`src/rtl/arx_pkg.sv`:
```
// Package for the ARX counter-mode stream cipher.
// Holds constants, register indexes, state enum and the quarter-round helpers.
package arx_pkg;

    localparam int unsigned DoubleRoundCount = 10;
    localparam int unsigned ExtraSubBlocks   = 3;
    localparam logic [31:0] StateConst       = 32'h43686143;
    localparam int unsigned WordW            = 32;
    localparam int unsigned ChunkW           = 8 * WordW;
    localparam int unsigned CfgIdxW          = 3;

    localparam logic [CfgIdxW-1:0] RegKey0   = 3'd0;
    localparam logic [CfgIdxW-1:0] RegKey1   = 3'd1;
    localparam logic [CfgIdxW-1:0] RegKey2   = 3'd2;
    localparam logic [CfgIdxW-1:0] RegKey3   = 3'd3;
    localparam logic [CfgIdxW-1:0] RegNonce0 = 3'd4;
    localparam logic [CfgIdxW-1:0] RegNonce1 = 3'd5;

    typedef logic [WordW-1:0] t_word;
    typedef t_word [7:0]      t_chunk;

    typedef enum logic [1:0] {
        t_ST_IDLE,
        t_ST_ROUND,
        t_ST_OUT
    } t_state;

    typedef struct packed {
        logic   gen;
        t_chunk data;
    } t_job;

    function automatic t_word rotl(input t_word v, input int unsigned s);
        return (v << s) | (v >> (WordW - s));
    endfunction

    // one full quarter-round on words a, b, c, d
    function automatic logic [4*WordW-1:0] quarter(input t_word a, input t_word b,
                                                   input t_word c, input t_word d);
        t_word a1, b1, c1, d1;
        a1 = a + b;   d1 = rotl(d ^ a1, 16);
        c1 = c + d1;  b1 = rotl(b ^ c1, 12);
        a1 = a1 + b1; d1 = rotl(d1 ^ a1, 8);
        c1 = c1 + d1; b1 = rotl(b1 ^ c1, 7);
        return {d1, c1, b1, a1};
    endfunction

endpackage

```
`src/rtl/arx_stream_cipher_ctr.sv`:
```
// ARX counter-mode stream cipher, top level.
// A chunk that reuses stored keystream goes straight to the output stage; one that
// starts a run first waits for the rounds (R double rounds, E extra sub-blocks).
// The engine takes one chunk at a time. The rounds run on the two shared
// quarter-round units (one column or diagonal pass per cycle).
// Reset (synchronous, active low) clears key, nonce, counter and sub-block index.
module arx_stream_cipher_ctr
    import arx_pkg::*;
#(
    parameter int unsigned DOUBLE_ROUND_COUNT = DoubleRoundCount,
    parameter int unsigned EXTRA_SUB_BLOCKS   = ExtraSubBlocks
) (
    input  logic               i_clk,
    input  logic               i_rst_n,
    input  logic               i_cfg_valid,
    output logic               o_cfg_ready,
    input  logic [CfgIdxW-1:0] i_cfg_index,
    input  logic [WordW-1:0]   i_cfg_data,
    input  logic               s_axis_tvalid,
    output logic               s_axis_tready,
    input  logic [ChunkW-1:0]  s_axis_tdata,   // data_word_0 .. data_word_7
    output logic               m_axis_tvalid,
    input  logic               m_axis_tready,
    output logic [ChunkW-1:0]  m_axis_tdata    // cipher_word_0 .. cipher_word_7
);
    logic   push, full, pop, qvalid;
    t_job   fjob, qjob;
    t_chunk odata;

    assign o_cfg_ready = 1'b1;

    arx_front #(.EXTRA_SUB_BLOCKS(EXTRA_SUB_BLOCKS)) u_front (
        .i_clk(i_clk), .i_rst_n(i_rst_n),
        .i_valid(s_axis_tvalid), .o_ready(s_axis_tready),
        .i_data(t_chunk'(s_axis_tdata)),
        .o_push(push), .o_job(fjob), .i_full(full)
    );

    arx_queue u_queue (
        .i_clk(i_clk), .i_rst_n(i_rst_n),
        .i_push(push), .i_job(fjob), .o_full(full),
        .i_pop(pop), .o_valid(qvalid), .o_job(qjob)
    );

    arx_engine #(
        .DOUBLE_ROUND_COUNT(DOUBLE_ROUND_COUNT),
        .EXTRA_SUB_BLOCKS(EXTRA_SUB_BLOCKS)
    ) u_engine (
        .i_clk(i_clk), .i_rst_n(i_rst_n),
        .i_cfg_valid(i_cfg_valid), .i_cfg_index(i_cfg_index), .i_cfg_data(i_cfg_data),
        .i_job_valid(qvalid), .i_job(qjob), .o_pop(pop),
        .o_valid(m_axis_tvalid), .i_ready(m_axis_tready), .o_data(odata)
    );

    assign m_axis_tdata = ChunkW'(odata);
endmodule

```
`src/rtl/arx_front.sv`:
```
// Front end: accepts chunk beats, tags those that start a keystream run.
// Depends on arx_pkg.
module arx_front
    import arx_pkg::*;
#(
    parameter int unsigned EXTRA_SUB_BLOCKS = ExtraSubBlocks
) (
    input  logic   i_clk,
    input  logic   i_rst_n,
    input  logic   i_valid,
    output logic   o_ready,
    input  t_chunk i_data,
    output logic   o_push,
    output t_job   o_job,
    input  logic   i_full
);
    localparam int unsigned IdxW = (EXTRA_SUB_BLOCKS > 0) ? $clog2(EXTRA_SUB_BLOCKS + 1) : 1;
    localparam logic [IdxW-1:0] LastIdx = IdxW'(EXTRA_SUB_BLOCKS);

    logic [IdxW-1:0] r_idx, n_idx;

    assign o_ready    = !i_full;
    assign o_push     = i_valid && !i_full;
    assign o_job.gen  = (r_idx == '0);
    assign o_job.data = i_data;
    assign n_idx      = (r_idx == LastIdx) ? '0 : r_idx + 1'b1;

    always_ff @(posedge i_clk) begin
        if (!i_rst_n) begin
            r_idx <= '0;
        end else if (o_push) begin
            r_idx <= n_idx;
        end
    end
endmodule

```
`src/rtl/arx_queue.sv`:
```
// Two-entry job queue between the front end and the keystream engine.
// Depends on arx_pkg.
module arx_queue
    import arx_pkg::*;
(
    input  logic i_clk,
    input  logic i_rst_n,
    input  logic i_push,
    input  t_job i_job,
    output logic o_full,
    input  logic i_pop,
    output logic o_valid,
    output t_job o_job
);
    t_job       r_mem [2];
    logic       r_wp, r_rp;
    logic [1:0] r_cnt;

    assign o_full  = (r_cnt == 2'd2);
    assign o_valid = (r_cnt != 2'd0);
    assign o_job   = r_mem[r_rp];

    always_ff @(posedge i_clk) begin
        if (i_push) r_mem[r_wp] <= i_job;
    end

    always_ff @(posedge i_clk) begin
        if (!i_rst_n) begin
            r_wp  <= 1'b0;
            r_rp  <= 1'b0;
            r_cnt <= 2'd0;
        end else begin
            if (i_push) r_wp <= !r_wp;
            if (i_pop)  r_rp <= !r_rp;
            r_cnt <= r_cnt + {1'b0, i_push} - {1'b0, i_pop};
        end
    end
endmodule

```
`src/rtl/arx_engine.sv`:
```
// Back end: runs the rounds with two quarter-round units, keeps the
// keystream store and XORs chunks into output beats. Depends on arx_pkg.
module arx_engine
    import arx_pkg::*;
#(
    parameter int unsigned DOUBLE_ROUND_COUNT = DoubleRoundCount,
    parameter int unsigned EXTRA_SUB_BLOCKS   = ExtraSubBlocks
) (
    input  logic   i_clk,
    input  logic   i_rst_n,
    input  logic   i_cfg_valid,
    input  logic [CfgIdxW-1:0] i_cfg_index,
    input  t_word  i_cfg_data,
    input  logic   i_job_valid,
    input  t_job   i_job,
    output logic   o_pop,
    output logic   o_valid,
    input  logic   i_ready,
    output t_chunk o_data
);
    localparam int unsigned SubBlocks = EXTRA_SUB_BLOCKS + 1;
    localparam int unsigned Steps     = 2 * (DOUBLE_ROUND_COUNT + EXTRA_SUB_BLOCKS);
    localparam int unsigned StepW     = $clog2(Steps + 1);
    localparam int unsigned SbW       = (SubBlocks > 1) ? $clog2(SubBlocks) : 1;
    localparam int unsigned AddrW     = SbW + 3;
    localparam int unsigned FirstOut  = 2 * DOUBLE_ROUND_COUNT;

    t_state r_state, n_state;
    t_word  r_key [4];
    t_word  r_nonce [2];
    t_word  r_ctr;
    t_chunk r_init, r_w, n_w;
    t_chunk r_data;
    logic [StepW-1:0] r_step;
    logic [SbW-1:0]   r_wsb, r_rsb;
    t_word  r_ks [SubBlocks*8];
    t_chunk r_out;
    logic   r_ovalid;
    logic   done_dr, wr_ks;
    logic [4*WordW-1:0] q0, q1;
    logic   out_free, load;

    always_ff @(posedge i_clk) begin
        if (!i_rst_n) begin
            r_key[0] <= '0; r_key[1] <= '0; r_key[2] <= '0; r_key[3] <= '0;
            r_nonce[0] <= '0; r_nonce[1] <= '0;
        end else if (i_cfg_valid) begin
            case (i_cfg_index)
                RegKey0:   r_key[0]   <= i_cfg_data;
                RegKey1:   r_key[1]   <= i_cfg_data;
                RegKey2:   r_key[2]   <= i_cfg_data;
                RegKey3:   r_key[3]   <= i_cfg_data;
                RegNonce0: r_nonce[0] <= i_cfg_data;
                RegNonce1: r_nonce[1] <= i_cfg_data;
                default: ;
            endcase
        end
    end

    // even step: column pass, odd step: diagonal pass
    always_comb begin
        n_w = r_w;
        if (!r_step[0]) begin
            q0 = quarter(r_w[0], r_w[1], r_w[2], r_w[3]);
            q1 = quarter(r_w[4], r_w[5], r_w[6], r_w[7]);
            {n_w[3], n_w[2], n_w[1], n_w[0]} = q0;
            {n_w[7], n_w[6], n_w[5], n_w[4]} = q1;
        end else begin
            q0 = quarter(r_w[0], r_w[5], r_w[2], r_w[7]);
            q1 = quarter(r_w[1], r_w[6], r_w[3], r_w[4]);
            {n_w[7], n_w[2], n_w[5], n_w[0]} = q0;
            {n_w[4], n_w[3], n_w[6], n_w[1]} = q1;
        end
    end

    assign done_dr  = (r_state == t_ST_ROUND) && r_step[0];
    assign wr_ks    = done_dr && (r_step + 1'b1 >= StepW'(FirstOut));
    assign out_free = !r_ovalid || i_ready;
    assign load     = (r_state == t_ST_IDLE) && i_job_valid;

    always_comb begin
        n_state = r_state;
        case (r_state)
            t_ST_IDLE:  if (i_job_valid) n_state = i_job.gen ? t_ST_ROUND : t_ST_OUT;
            t_ST_ROUND: if (r_step == StepW'(Steps - 1)) n_state = t_ST_OUT;
            t_ST_OUT:   if (out_free) n_state = t_ST_IDLE;
            default:    n_state = t_ST_IDLE;
        endcase
    end

    always_comb begin
        o_pop = (r_state == t_ST_OUT) && out_free;
    end

    always_ff @(posedge i_clk) begin
        if (load) begin
            r_data <= i_job.data;
            if (i_job.gen) begin
                r_init <= {StateConst, r_nonce[1], r_nonce[0], r_ctr,
                           r_key[3], r_key[2], r_key[1], r_key[0]};
                r_w    <= {StateConst, r_nonce[1], r_nonce[0], r_ctr,
                           r_key[3], r_key[2], r_key[1], r_key[0]};
            end
        end else if (r_state == t_ST_ROUND) begin
            r_w <= n_w;
        end
        if (wr_ks) begin
            for (int j = 0; j < 8; j++) begin
                r_ks[AddrW'({r_wsb, 3'(j)})] <= n_w[j] ^ r_init[j];
            end
        end
        if (o_pop) begin
            for (int j = 0; j < 8; j++) begin
                r_out[j] <= r_data[j] ^ r_ks[AddrW'({r_rsb, 3'(j)})];
            end
        end
    end

    always_ff @(posedge i_clk) begin
        if (!i_rst_n) begin
            r_state  <= t_ST_IDLE;
            r_step   <= '0;
            r_ctr    <= '0;
            r_wsb    <= '0;
            r_rsb    <= '0;
            r_ovalid <= 1'b0;
        end else begin
            r_state <= n_state;
            if (load && i_job.gen) begin
                r_step <= '0;
                r_wsb  <= '0;
                r_rsb  <= '0;
                r_ctr  <= r_ctr + 1'b1;
            end else if (r_state == t_ST_ROUND) begin
                r_step <= r_step + 1'b1;
                if (wr_ks) r_wsb <= r_wsb + 1'b1;
            end
            if (o_pop) begin
                r_rsb    <= r_rsb + 1'b1;
                r_ovalid <= 1'b1;
            end else if (i_ready) begin
                r_ovalid <= 1'b0;
            end
        end
    end

    assign o_valid = r_ovalid;
    assign o_data  = r_out;
endmodule
```
`config.mk`:
```
export PLATFORM = sky130hd
export DESIGN_NAME = arx_stream_cipher_ctr
export DESIGN_NICKNAME = d
export VERILOG_FILES = /design/src/rtl/arx_pkg.sv /design/src/rtl/arx_stream_cipher_ctr.sv /design/src/rtl/arx_front.sv /design/src/rtl/arx_queue.sv /design/src/rtl/arx_engine.sv
export SDC_FILE = /design/constraint.sdc
export NUM_CORES = 2
export LEC_CHECK = 0
export BUFFER_PORTS_ARGS = -buffer_cell sky130_fd_sc_hd__buf_2
export CORE_ASPECT_RATIO = 1.2
export CORE_UTILIZATION = 30
export CTS_BUF_LIST = sky130_fd_sc_hd__clkbuf_8
export CTS_CLUSTER_DIAMETER = 200
export CTS_CLUSTER_SIZE = 16
export DETAILED_ROUTE_END_ITERATION = 10
export SYNTH_ARGS = -nofsm -noshare
export SYNTH_HDL_FRONTEND = slang
export SYNTH_SLANG_ARGS = --single-unit
```
`constraint.sdc`:
```
create_clock -name i_clk -period 37.1 [get_ports i_clk]
set_clock_uncertainty 0.2 [all_clocks]
set_input_delay 1.855 -clock i_clk [delete_from_list [all_inputs] [get_ports i_clk]]
set_output_delay 1.855 -clock i_clk [all_outputs]
set_load 0.03 [all_outputs]
```
==> run_results.csv <==
group,metric,value,unit
synth,ys_seq_area_share,61.78,%
timing,rsz0062_at_grt,"no",
floorplanning,row_count,268,
timing,finalCritPeriodShare,43.35,%
setup_path,r2r_slack,21.02,ns
global_routing,antenna_found_initial,74,
synth,synthArstFlopShare,0,%
finish,fillers,43590,
cts,cts_buffers,198,
floorplanning,chipWidth,612.2,µm
cts,insertion_delay,1.22,ns
global_routing,grt_usage,23.76,%
placement,io_buffers,553,
timing,maxSlewViolCount,6,
finish,final_cells,15940,
status,failed_checks,"capacitance limit, slew limit",
global_routing,grt_overflow_total,0,
setup_path,startpoint_type,"flip-flop",
setup_path,crit_path_end,"u_engine.r_w[163]$_DFFE_PP_",
placement,dp_slack,21.36,ns
setup_path,crit_start,"u_engine.r_w[160]$_DFFE_PP_",
finish,area_growth,10.38,%
status,status,"finished, violations left",
drt,via_per_inst,5.223,
drt,drc,0,
drt,drt_iter0_drc,8574,
drt,num_vias,83270,
setup_path,r2r_end,"u_engine.r_w[163]$_DFFE_PP_",
cts,cts_tree,"done",
global_routing,grt_pass1_wl,722300,µm
timing,min_period,16.08,ns
timing,tns,0,ns
drt,routedWlPerCell,34.45,µm
finish,regArea,82810,µm²
timing,whs,0.2094,ns
setup_path,critPathSlowestCell,"xnor2_1",
timing,fmax,62.18,MHz
finish,drive_above_1_share,16.33,%
finish,final_common_cell,"edfxtp_1",
finish,finish.net_count,10710,
synth,synth_area_leaders,"edfxtp_1 61%, xor2_1 5.7%, ha_1 4.8%, mux4_2 4.3%, xnor2_1 3.7%",
placement,dp_hpwl,436000,µm
synth,synth_edf_count,2722,
placement,dp.cells,15620,
cts,htree_levels,4,
min_path,hold_class,"reg -> reg",
synth,avgSynthCellArea,14.51,µm²
setup_path,worstPathArrival,16.84,ns
synth,syn_area,134000,µm²
setup_path,critPathCaptureType,"flip-flop",
cts,cts-hold-fix-buffers,0,
setup_path,cp_common_cell,"a21oi_1",
timing,worst_pin_slew,1.561,ns
floorplanning,die_h,734.2,µm
placement,routabilityCongestion,1.083,
floorplanning,core,444300,µm²
floorplanning,pin_count,555,
drt,drt_first_pass_iters,6,
timing,slew_headroom,-4.808,%
drt,antenna_left,0,
timing,layout_setup_ws,21.02,ns
cts,cts-resized-gates,0,
timing,finalSetupViolations,0,
setup_path,reg2reg_from,"u_engine.r_w[160]$_DFFE_PP_",
synth,synth_cell_types,105,
synth,synth_top_area_cell,"edfxtp_1",
setup_path,cp_slowest_stage_delay,0.90,ns
setup_path,reg2regPathDepth,47,
floorplanning,die_area,449500,µm²
finish,multi_input_area,49720,µm²
setup_path,criticalPathCategory,"reg -> reg",
synth,yosysTopAreaCellShare,60.99,%
timing,finalHoldViolCount,0,
synth,ys_ff_latch,2775,
cts,clockBufferDepth,4,
synth,synthCells,9240,
cts,cts_sinks,2775,
setup_path,crit_fanout,6,
global_routing,grt_max_degree,152,
floorplanning,start_util,30.17,%
global_routing,grt_pass1_vias,81400,
setup_path,cp.required,37.86,ns
synth,synth_ff_type,"edfxtp_1",
flow_run,cap_violations,2,
cts,clockRootBuffer,"clkbuf_8",
drt,totalWireLength,549300,µm
synth,yosys_warnings,0,
synth,syn_nets,10070,
cts,cts_setup_buffers,0,
finish,final_cell_mix,"2,722 x edfxtp_1, 871 x xor2_1, 585 x a21oi_1",
cts,clkTransAtPathRegs,0.15,ns
cells by family (layout without fill, tap and decap cells):
family                   count (synthesis)  after routing  share of synthesized area, %
AO/OA/AOI/OAI                         1669           1669                         7.962
XOR/XNOR                              1489           1489                         10.16
adder cells (fa/ha/maj)                529            529                         5.028
buffers and inverters                  437           1136                         1.235
flip-flops                            2775           2775                         61.78
multiplexers                           704            704                         7.962
other                                    1             65                      0.002798
AND/OR/NAND/NOR                       1636           1636                         5.869
worst max-delay path: cells and delay by family, from the launching register on:
| family | cells | cell delay [ns] |
|---|---|---|
| XOR/XNOR | 7 | 3.38 |
| AO/OA/AOI/OAI | 25 | 7.20 |
| AND/OR/NAND/NOR | 9 | 1.93 |
| adder cells (fa/ha/maj) | 6 | 2.53 |
| flip-flops | 1 | 0.53 |
stage by stage:
step / instance area, µm² / util, %
6_report: 147900 / 33.30
5_1_grt: 147900 / 33.28
4_1_cts: 147800 / 33.26
3_5_place_dp: 144600 / 32.55
3_3_place_gp: 144600 / 32.55
2_1_floorplan: 134000 / -
how the worst min path moves through the flow:
stage / cells past startpoint / slack (ns) / startpoint / to
CTS: 0 / 0.20 / u_engine.r_key[0][20]$_SDFFCE_PN0P_ / u_engine.r_init[20]$_DFFE_PP_
detailed placement: 0 / 0.23 / u_engine.r_key[3][23]$_SDFFCE_PN0P_ / u_engine.r_init[119]$_DFFE_PP_
global placement: 0 / 0.23 / u_engine.r_key[1][16]$_SDFFCE_PN0P_ / u_engine.r_init[48]$_DFFE_PP_
finish: 0 / 0.21 / u_engine.r_key[2][9]$_SDFFCE_PN0P_ / u_engine.r_init[73]$_DFFE_PP_
global route: 0 / 0.21 / u_engine.r_key[0][15]$_SDFFCE_PN0P_ / u_engine.r_init[15]$_DFFE_PP_
floorplan: 0 / 0.22 / u_engine.r_key[3][5]$_SDFFCE_PN0P_ / u_engine.r_init[101]$_DFFE_PP_
flip-flops by register name (all words and copies together) (netlist names), 5 cells and up, named ones only:
name,flops
u_queue.r_mem,514
u_engine.r_ctr,32
u_engine.r_w,256
u_engine.r_step,5
u_engine.r_nonce,64
u_engine.r_key,128
u_engine.r_ks,1024
u_engine.r_data,256
u_engine.r_init,224
u_engine.o_data,256
routing by layer:
layer  up-vias  global-route usage, %  wire length [µm]
met1     42670                  28.68            209400
met2      3497                  38.28            255400
met5         -                      0               185
met3      1048                  4.024             37430
met4        28                  17.39             46970
li1      36020                      -                 -
Yosys cell counts, types with 102 or more instances:
cell      count
mux4_2      256
and2_1      233
mux2i_1     111
clkbuf_1    201
edfxtp_1   2722
mux2_2      337
a21oi_1     585
nand2_1     367
xor2_1      872
ha_1        513
nand3_1     102
o21ai_0     249
a21o_1      262
inv_1       168
xnor2_1     573
nor2_1      544
area by class of cell:
cell class,instances,area share (%)
flip-flops and latches,2775,55.98
clock inverters,59,0.2723
repair buffers,710,2.729
well taps,5940,5.024
diodes,64,0.1083
clock buffers,198,1.842
inverters,169,0.4356
multi-input cells,6028,33.61
Power is left out: the tool's default activity adds up to more than one toggle a clock period on the data nets, which glitch-free logic cannot reach.
